**config.mk**
```make
export PLATFORM = sky130hd
export DESIGN_NAME = sync_framed_packet_deframer_unit
export DESIGN_NICKNAME = d
export VERILOG_FILES = /design/src/hw/rtl/sfpd_pkg.sv /design/src/hw/rtl/sync_framed_packet_deframer_unit.sv
export SDC_FILE = /design/constraint.sdc
export NUM_CORES = 1
export LEC_CHECK = 0
export ABC_AREA = 1
export BUFFER_PORTS_ARGS = -buffer_cell sky130_fd_sc_hd__buf_2
export CAP_MARGIN = 20
export CELL_PAD_IN_SITES_DETAIL_PLACEMENT = 2
export CELL_PAD_IN_SITES_GLOBAL_PLACEMENT = 2
export CORE_MARGIN = 4
export CORE_UTILIZATION = 32
export CTS_BUF_LIST = sky130_fd_sc_hd__clkbuf_16
export CTS_CLUSTER_DIAMETER = 150
export DETAILED_ROUTE_END_ITERATION = 10
export PLACE_DENSITY = 0.86
export SLEW_MARGIN = 0
export SYNTH_ARGS = -nofsm -noshare
export SYNTH_HDL_FRONTEND = slang
export SYNTH_SLANG_ARGS = --single-unit
```
**constraint.sdc**
```tcl
create_clock -name clk -period 7.3 [get_ports clk]
set_clock_uncertainty 0.15 [all_clocks]
set_input_delay 1.095 -clock clk [delete_from_list [all_inputs] [get_ports clk]]
set_output_delay 1.095 -clock clk [all_outputs]
set_load 0.03 [all_outputs]
```
**src/hw/rtl/sfpd_pkg.sv**
```systemverilog
package sfpd_pkg;

  localparam logic [7:0] SYNC_FIRST  = 8'h81;
  localparam logic [7:0] SYNC_SECOND = 8'hA1;

  localparam int unsigned PHASE_W = 3;
  localparam logic [PHASE_W-1:0] PH_HUNT1 = 3'd0;
  localparam logic [PHASE_W-1:0] PH_HUNT2 = 3'd1;
  localparam logic [PHASE_W-1:0] PH_ID    = 3'd2;
  localparam logic [PHASE_W-1:0] PH_LEN   = 3'd3;
  localparam logic [PHASE_W-1:0] PH_DATA  = 3'd4;
  localparam logic [PHASE_W-1:0] PH_CK0   = 3'd5;
  localparam logic [PHASE_W-1:0] PH_CK1   = 3'd6;

  localparam int unsigned CFG_IDX_W  = 1;
  localparam int unsigned CFG_DATA_W = 9;
  localparam logic [CFG_IDX_W-1:0] REG_ID_LIMIT = 1'd0;
  localparam logic [CFG_IDX_W-1:0] REG_MOD255   = 1'd1;

  localparam logic [8:0] ID_LIMIT_RESET = 9'd256;
  localparam logic [8:0] MOD255_VALUE   = 9'd255;

  localparam logic KIND_PAYLOAD = 1'b0;
  localparam logic KIND_END     = 1'b1;

  typedef struct packed {
    logic       kind;
    logic [7:0] payload_byte;
    logic [7:0] byte_index;
    logic [7:0] frame_id;
    logic [7:0] payload_length;
    logic       status;
    logic       last;
  } sfpd_result_t;

  function automatic logic [7:0] sfpd_mod_add(input logic [7:0] a, input logic [7:0] b,
                                              input logic mod255);
    logic [8:0] s;
    logic [8:0] t;
    begin
      s = {1'b0, a} + {1'b0, b};
      if (mod255) begin
        t = (s >= MOD255_VALUE) ? s - MOD255_VALUE : s;
        t = (t >= MOD255_VALUE) ? t - MOD255_VALUE : t;
      end else begin
        t = s;
      end
      return t[7:0];
    end
  endfunction

endpackage

```
**src/hw/rtl/sync_framed_packet_deframer_unit.sv**
```systemverilog
// Sync-framed packet deframer with a two-byte Fletcher-style check.
// Input channel: one received byte per beat (in_valid, in_stall, in_rx_byte).
// The block hunts for 0x81 then 0xA1, reads a message ID and a length byte,
// forwards each payload byte as one result beat (kind 0) and, after the two
// check bytes, gives one end beat (kind 1, last 1) whose status is 1 on a
// checksum mismatch. IDs at or above the configured ID limit are dropped silently.
// Configuration: cfg_valid/cfg_ready with cfg_index (0 ID limit, 1 modulus
// mode) and cfg_data; cfg_ready is always high; write only while idle.
// A result beat is registered from its input byte as that byte is accepted;
// under out_stall it goes into the skid register. Throughput: one byte per
// cycle while in_stall is low, set by the input-to-result state update.
// Stall: a result waiting on out_stall is held; one further result goes into
// a skid register, and only while that register is full is in_stall high.
// Reset (rst_n low, synchronous): hunting for the first sync byte, sums and
// held fields zero, limit 256, modulus 256, no result pending. No clearing
// pass is needed.
module sync_framed_packet_deframer_unit (
  input  logic                             clk,
  input  logic                             rst_n,
  input  logic                             in_valid,
  output logic                             in_stall,
  input  logic [7:0]                       in_rx_byte,
  output logic                             out_valid,
  input  logic                             out_stall,
  output logic                             out_kind,
  output logic [7:0]                       out_payload_byte,
  output logic [7:0]                       out_byte_index,
  output logic [7:0]                       out_frame_id,
  output logic [7:0]                       out_payload_length,
  output logic                             out_status,
  output logic                             out_last,
  input  logic                             cfg_valid,
  output logic                             cfg_ready,
  input  logic [sfpd_pkg::CFG_IDX_W-1:0]   cfg_index,
  input  logic [sfpd_pkg::CFG_DATA_W-1:0]  cfg_data
);
  import sfpd_pkg::*;

  logic [8:0]         id_limit_r;
  logic               mod255_r;
  logic [PHASE_W-1:0] phase_r, phase_nxt;
  logic [7:0]         sum_a_r, sum_a_nxt;
  logic [7:0]         sum_b_r, sum_b_nxt;
  logic [7:0]         held_id_r, held_id_nxt;
  logic [7:0]         held_len_r, held_len_nxt;
  logic [7:0]         seen_r, seen_nxt;
  logic [7:0]         ck0_r, ck0_nxt;
  logic               res_vld;
  sfpd_result_t       res;
  logic               out_vld_r;
  sfpd_result_t       out_r;
  logic               skid_vld_r;
  sfpd_result_t       skid_r;
  logic               in_acc;
  logic [7:0]         add_a;
  logic [7:0]         add_b;
  logic [7:0]         seen_inc;

  assign cfg_ready = 1'b1;
  assign in_stall  = skid_vld_r;
  assign in_acc    = in_valid && !skid_vld_r;

  assign add_a    = sfpd_mod_add(sum_a_r, in_rx_byte, mod255_r);
  assign add_b    = sfpd_mod_add(sum_b_r, add_a, mod255_r);
  assign seen_inc = seen_r + 8'd1;

  always_comb begin
    phase_nxt    = phase_r;
    sum_a_nxt    = sum_a_r;
    sum_b_nxt    = sum_b_r;
    held_id_nxt  = held_id_r;
    held_len_nxt = held_len_r;
    seen_nxt     = seen_r;
    ck0_nxt      = ck0_r;
    res_vld      = 1'b0;
    res.kind           = KIND_PAYLOAD;
    res.payload_byte   = 8'd0;
    res.byte_index     = 8'd0;
    res.frame_id       = held_id_r;
    res.payload_length = held_len_r;
    res.status         = 1'b0;
    res.last           = 1'b0;
    case (phase_r)
      PH_HUNT2: begin
        if (in_rx_byte == SYNC_SECOND) begin
          sum_a_nxt = 8'd0;
          sum_b_nxt = 8'd0;
          phase_nxt = PH_ID;
        end else begin
          phase_nxt = PH_HUNT1;
        end
      end
      PH_ID: begin
        if ({1'b0, in_rx_byte} >= id_limit_r) begin
          phase_nxt = PH_HUNT1;
        end else begin
          held_id_nxt = in_rx_byte;
          sum_a_nxt   = add_a;
          sum_b_nxt   = add_b;
          phase_nxt   = PH_LEN;
        end
      end
      PH_LEN: begin
        held_len_nxt = in_rx_byte;
        seen_nxt     = 8'd0;
        sum_a_nxt    = add_a;
        sum_b_nxt    = add_b;
        phase_nxt    = (in_rx_byte == 8'd0) ? PH_CK0 : PH_DATA;
      end
      PH_DATA: begin
        sum_a_nxt        = add_a;
        sum_b_nxt        = add_b;
        res_vld          = 1'b1;
        res.payload_byte = in_rx_byte;
        res.byte_index   = seen_r;
        seen_nxt         = seen_inc;
        if (seen_inc == held_len_r) begin
          phase_nxt = PH_CK0;
        end
      end
      PH_CK0: begin
        ck0_nxt   = in_rx_byte;
        phase_nxt = PH_CK1;
      end
      PH_CK1: begin
        res_vld    = 1'b1;
        res.kind   = KIND_END;
        res.status = (ck0_r != sum_a_r) || (in_rx_byte != sum_b_r);
        res.last   = 1'b1;
        phase_nxt  = PH_HUNT1;
      end
      default: begin
        phase_nxt = (in_rx_byte == SYNC_FIRST) ? PH_HUNT2 : PH_HUNT1;
      end
    endcase
  end

  always_ff @(posedge clk) begin
    if (!rst_n) begin
      id_limit_r <= ID_LIMIT_RESET;
      mod255_r   <= 1'b0;
    end else if (cfg_valid && cfg_ready) begin
      case (cfg_index)
        REG_ID_LIMIT: id_limit_r <= cfg_data;
        REG_MOD255:   mod255_r   <= cfg_data[0];
        default: ;
      endcase
    end
  end

  always_ff @(posedge clk) begin
    if (!rst_n) begin
      phase_r    <= PH_HUNT1;
      sum_a_r    <= 8'd0;
      sum_b_r    <= 8'd0;
      held_id_r  <= 8'd0;
      held_len_r <= 8'd0;
      seen_r     <= 8'd0;
      ck0_r      <= 8'd0;
    end else if (in_acc) begin
      phase_r    <= phase_nxt;
      sum_a_r    <= sum_a_nxt;
      sum_b_r    <= sum_b_nxt;
      held_id_r  <= held_id_nxt;
      held_len_r <= held_len_nxt;
      seen_r     <= seen_nxt;
      ck0_r      <= ck0_nxt;
    end
  end

  always_ff @(posedge clk) begin
    if (!rst_n) begin
      out_vld_r  <= 1'b0;
      skid_vld_r <= 1'b0;
    end else if (out_vld_r && out_stall) begin
      if (in_acc && res_vld) begin
        skid_vld_r <= 1'b1;
      end
    end else if (skid_vld_r) begin
      out_vld_r  <= 1'b1;
      skid_vld_r <= 1'b0;
    end else begin
      out_vld_r <= in_acc && res_vld;
    end
  end

  always_ff @(posedge clk) begin
    if (out_vld_r && out_stall) begin
      if (in_acc && res_vld) begin
        skid_r <= res;
      end
    end else if (skid_vld_r) begin
      out_r <= skid_r;
    end else if (in_acc && res_vld) begin
      out_r <= res;
    end
  end

  assign out_valid          = out_vld_r;
  assign out_kind           = out_r.kind;
  assign out_payload_byte   = out_r.payload_byte;
  assign out_byte_index     = out_r.byte_index;
  assign out_frame_id       = out_r.frame_id;
  assign out_payload_length = out_r.payload_length;
  assign out_status         = out_r.status;
  assign out_last           = out_r.last;

endmodule

```
# Word level (Yosys, flattened, before mapping)
# Cells that the tools add are included.
# totals
output_inout_bits,38
in_bits,23
regBits,133
elab_cells,101
# op_classes
n_eq_ne,14
n_lt_le_gt_ge,5
bitwise_logic,3
n_addsub,7
n_mux,25
n_reduce_logical,22
# op_table
operator,count
two-way mux 35 bit,2
two-way mux 8 bit,7
case mux 8 bit (3 select lines),2
greater-or-equal comparator 9 x 8 -> 1 bit (second input constant),4
adder 8 x 8 -> 9 bit,2
two-way mux 9 bit,2
case mux 3 bit (6 select lines),1
AND reduction 2 bit,9
subtractor 9 x 8 -> 9 bit (second input constant),2
== test 8 bit (second input constant),2
two-way mux 16 bit,1
inequality test 8 bit,2
case mux 8 bit (2 select lines),1
subtractor 8 bit (second input constant),2
== test 3 bit (second input constant),3
greater-or-equal comparator 8 x 9 -> 1 bit,1
adder 8 x 1 -> 8 bit (second input constant),1
== test 8 bit,1
zero test 8 bit,1
== test 3 x 2 -> 1 bit (second input constant),2
two-way mux 2 bit,3
inequality test 2 bit (second input constant),3
two-way mux 1 bit,5
AND reduction 4 bit,1
other kinds (10),16

# Depth between registers and ports, before layout
# logic_depth
ltp_word,14
depth_mapped,50
ltp_nobuf,50

# Least setup slack after synthesis
# OpenSTA, ideal clock, no wires.
# synth_timing
path_type,input port to flip-flop
from,input port in_rx_byte[0]
to,register sum_b_r[2]
path_buffers,0
path_stages,45
arrival_time_ps,6975
setup_ps,134
required_ps,7016
setup_slack_ps,41
path_cell_list,ha_1 > fa_1 > ha_1 > inv_1 > nor2_1 > nand2_1 > nor2_1 > nand2_1 > nor3_1 > ha_1 > nand3b_1 > inv_1 > nand2_4 > nand2_4 > nand2_4 > ha_1 > nand3_1 > nor2_2 > [... 9 more ...] > nand3b_1 > nor2_1 > nand2_1 > nor3_1 > ha_1 > nor2_2 > nand3_1 > nand2_2 > ha_1 > nand3_1 > nor2_2 > nand3_4 > nand3_4 > nand2_1 > nand2_1 > nand2_1 > nand2_1 > a21oi_1
# synth_via
elab_chain_cells,14
elab_cells_between_ends,23
cone_classes,add/sub: 6; order compare: 5; eq/ne: 3; mux: 8; reduce/logical: 1
# synth_lines
item,line,source
from (decl),sync_framed_packet_deframer_unit.sv:22,"input logic [7:0] in_rx_byte,"
adder 8 x 8 -> 9 bit,sfpd_pkg.sv:41,"s = {1'b0, a} + {1'b0, b};"
subtractor 9 x 8 -> 9 bit or greater-or-equal comparator 9 x 8 -> 1 bit (tied branches),sfpd_pkg.sv:43,t = (s >= MOD255_VALUE) ? s - MOD255_VALUE : s;
two-way mux 9 bit,sfpd_pkg.sv:43,
subtractor 8 bit or greater-or-equal comparator 9 x 8 -> 1 bit (tied branches),sfpd_pkg.sv:44,t = (t >= MOD255_VALUE) ? t - MOD255_VALUE : t;
two-way mux 8 bit,sfpd_pkg.sv:44,
two-way mux 8 bit,sfpd_pkg.sv:42,if (mod255) begin
adder 8 x 8 -> 9 bit,sfpd_pkg.sv:41,
subtractor 9 x 8 -> 9 bit or greater-or-equal comparator 9 x 8 -> 1 bit (tied branches),sfpd_pkg.sv:43,
two-way mux 9 bit,sfpd_pkg.sv:43,
subtractor 8 bit or greater-or-equal comparator 9 x 8 -> 1 bit (tied branches),sfpd_pkg.sv:44,
two-way mux 8 bit,sfpd_pkg.sv:44,
two-way mux 8 bit,sfpd_pkg.sv:42,
two-way mux 8 bit,sync_framed_packet_deframer_unit.sv:94,"if ({1'b0, in_rx_byte} >= id_limit_r) begin"
case mux 8 bit (3 select lines),sync_framed_packet_deframer_unit.sv:83,case (phase_r)
to (signal assigned),sync_framed_packet_deframer_unit.sv:163,sum_b_r <= sum_b_nxt;
to (decl),sync_framed_packet_deframer_unit.sv:43,"logic [7:0] sum_b_r, sum_b_nxt;"
# Parallel ways exist; a longest one is shown, timed or not. The select of a mux whose other input is x is not followed.
# A chain may end at the register's enable or synchronous reset.

# Worst setup path after layout
# layout_timing
from,input port in_rx_byte[0]
to,register sum_b_r[4]
# The elaborated chain is that of the path after synthesis.

==> run_results.csv <==
group,metric,value,unit
setup_path,crit_buf_inv,4,
pwr,power_density,206,nW/um2
floorplanning,core_area,23600,um2
timing,fin_crit_sh,1.09,
setup_path,startpoint,"in_rx_byte[0]",
place,post-place-cells,1411,
run_status,violations,"setup timing",
cts,cts-root-buf,"clkbuf_16",
floorplanning,die_w,163,um
timing,fmax,126,MHz
pwr,combPwrFrac,0.195,
yosys,yosysTopAreaCellShare,0.265,
cts,cts_hold_buf,0,
cells_and_area,layout_common_cells,"nand2_1 (242), inv_1 (113), buf_4 (97)",
cells_and_area,instances_no_fill,1477,
yosys,synth_cells,987,
routing,drt_pass1_iterations,6,
routing,routed_wl,37.3,mm
cts,worstSkewPairLatency,0.44,ns
cts,clock_path_buffers,2,
cts,clk_pin_slew,0.06,ns
setup_path,crit_path_max_fanout,8,
setup_path,cpMaxStageDelayCell,"fa_1",
timing,final_hold_viol_count,0,
grt,grt_overflow_total,0,
place,gp_congestion,0.818,
cells_and_area,drive_gt1_frac,0.297,
pwr,p_total,2100,uW
place,dpl.hpwl,21.6,mm
grt,grt_first_pass_wirelength,48.3,mm
yosys,async_flop_share,0,
timing,slew_violations,0,
setup_path,crit_path_frequent_cell,"nand2_1",
floorplanning,dieArea,26600,um2
yosys,yosysUniqueCellTypes,47,
cts,cts_made_buffers,17,
routing,avgRoutedWirePerCell,25.3,um
timing,fin_crit,7.95,ns
worst_hold_path,hp-class,"reg -> reg",
pwr,leakagePower,0.00444,uW
pwr,power_frac_seq,0.379,
setup_path,crit_end,"sum_b_r[4]",
cells_and_area,diodes,0,
timing,worstMarginPinSlew,1.04,ns
cts,cts_tree,"built",
setup_path,critPathKind,"in -> reg",
setup_path,rr_startpoint,"sum_a_r[0]",
pwr,switchingPower,654,uW
setup_path,cp.depth,48,
setup_path,cp_top_family,"simple AND/OR/NAND/NOR gates",
timing,fin_tns_setup,-4.11,ns
setup_path,r2r_cells,47,
yosys,yosys.area.top_type,"edfxtp_1",
floorplanning,start_util,0.327,
cells_and_area,nets,1201,
floorplanning,io_pins,61,
cts,htree_levels,4,
grt,antenna_found_initial,0,
yosys,synth_area_leaders,"edfxtp_1 (26%), dfxtp_1 (16%), nand2_1 (13%)",
grt,grt_max_degree,48,
job,drv_cap,0,
routing,vias,8039,
yosys,ys_ff_latch,131,
yosys,synth_edf_count,68,
yosys,ys_warn_count,0,
setup_path,crit_path_max_incr_delay,0.50,ns
setup_path,worst-r2r-setup-slack,-0.32,ns
routing,viasPerCell,5.44,
grt,grt_pass1_vias,8441,
timing,setup_viol,8,
pwr,swShare,0.312,
cts,cts.sinks,131,
yosys,yosysSeqAreaShare,0.428,
yosys,synth.avg_cell_area,7.81,um2
setup_path,start_kind,"input port",
setup_path,cp_data_arrival_time,8.09,ns
timing,rsz0062_at_grt,"true",
yosys,syn-cell-area,7710,um2
yosys,syn_nets,1043,
grt,grt.total_usage,0.233,
timing,max_slew_margin,0.302,
run_status,status,"finished with violations",
cells_and_area,mostFrequentLayoutCell,"nand2_1",
routing,drc_errors,0,
place,port_buffers,59,
floorplanning,die_height,163,um
yosys,synth_top_flop_cell,"edfxtp_1",
pwr,p_clk_frac,0.426,
floorplanning,num_rows,56,
pwr,p_int,1440,uW
routing,drt_iter0_drc,589,
setup_path,reg2reg_to,"sum_b_r[4]",
timing,worst_slack,-0.650,ns
cells_and_area,area_growth,31.9,%
routing,ant_nets,0,
setup_path,worstSetupEndpointType,"flip-flop",
setup_path,required,7.44,ns
pwr,ir_drop,0.000139,V
## synthesized netlist by cell type, types with 4 or more instances
library cell    n
nor2_1         47
nor2_4          5
dfxtp_1        63
o21ai_0        55
nand3b_1        7
nand2_2        21
nand3_1        65
edfxtp_1       68
nand3_2         6
a21oi_1        78
nand2_1       275
nor2_2          9
nand4_1        23
or2_2           8
ha_1           31
o211ai_1        4
xor2_1         15
inv_1         121
nand2_4         8
nor3_1          9
xnor2_1        14
clkbuf_1       18
## flip-flops by register name, indices dropped and copies added, names as in the netlist
register            count
sum_a_r                 8
held_id_r               8
out_valid               1
out_payload_length      8
mod255_r                1
id_limit_r              9
out_frame_id            8
out_status              1
skid_r                 34
seen_r                  8
sum_b_r                 8
out_payload_byte        8
out_byte_index          8
out_kind                1
phase_r                 3
ck0_r                   8
held_len_r              8
in_stall                1
## kinds of logic (layout without fill, tap and decap cells)
group,Yosys count,in the layout,synth area share
other cells,1,1,0.000486
xor+xnor,29,29,0.0329
flops,131,131,0.428
fa+ha+maj,33,33,0.0555
compound gates,155,155,0.107
buf+inv,147,318,0.0727
simple gates,491,491,0.303
## what timing repair did
item                                    CTS  global route
endpoints found under the setup margin    8             8
setup buffers                             6            27
pin swaps                                12            67
gates resized for setup                  20           100
## layout make-up
cell class / count / area (um2)
Fill cell: 2634 / 13400
Multi-Input combinational cell: 709 / 4300
Sequential cell: 131 / 3300
Timing Repair Buffer: 163 / 1120
Inverter: 123 / 462
Clock buffer: 17 / 425
Tap cell: 319 / 399
Clock inverter: 15 / 168
## per-stage QoR
stage,area [um2],utilization,setup slack (ns),hold WS (ns)
after floorplan,7710,-,0.0412,0.258
after global placement,8840,0.375,-0.0449,0.259
after detailed placement,8840,0.375,-0.855,0.267
after CTS,9550,0.405,0.0112,0.290
after global routing,10200,0.431,-0.906,0.288
final,10200,0.431,-0.650,0.294
## power groups by stage
stage	logic [uW]	clock network (uW)	registers [uW]
floorplan	174	0	817
global placement	292	0	808
detailed placement	311	0	809
CTS	325	887	794
global route	434	926	795
finish	409	892	794
## worst min-delay path by stage
stage	depth (start not counted)	from	endpoint	slack, ns
after CTS	0	held_id_r[7]	skid_r[17]	0.29
final	0	held_id_r[7]	skid_r[17]	0.29
after floorplan	0	held_id_r[0]	skid_r[10]	0.26
after global placement	0	held_id_r[3]	skid_r[13]	0.26
after detailed placement	0	held_id_r[1]	skid_r[11]	0.27
after global routing	0	held_id_r[2]	skid_r[12]	0.29
## per-layer routing
metal | up-vias | GRT usage | routed length [um]
li1 | 3580 | - | -
met2 | 265 | 0.444 | 19800
met4 | 0 | 0.101 | 2120
met5 | - | 0 | 0
met3 | 137 | 0.0351 | 1470
met1 | 4057 | 0.255 | 13900
No activity file was read; power rests on OpenSTA's default activity.
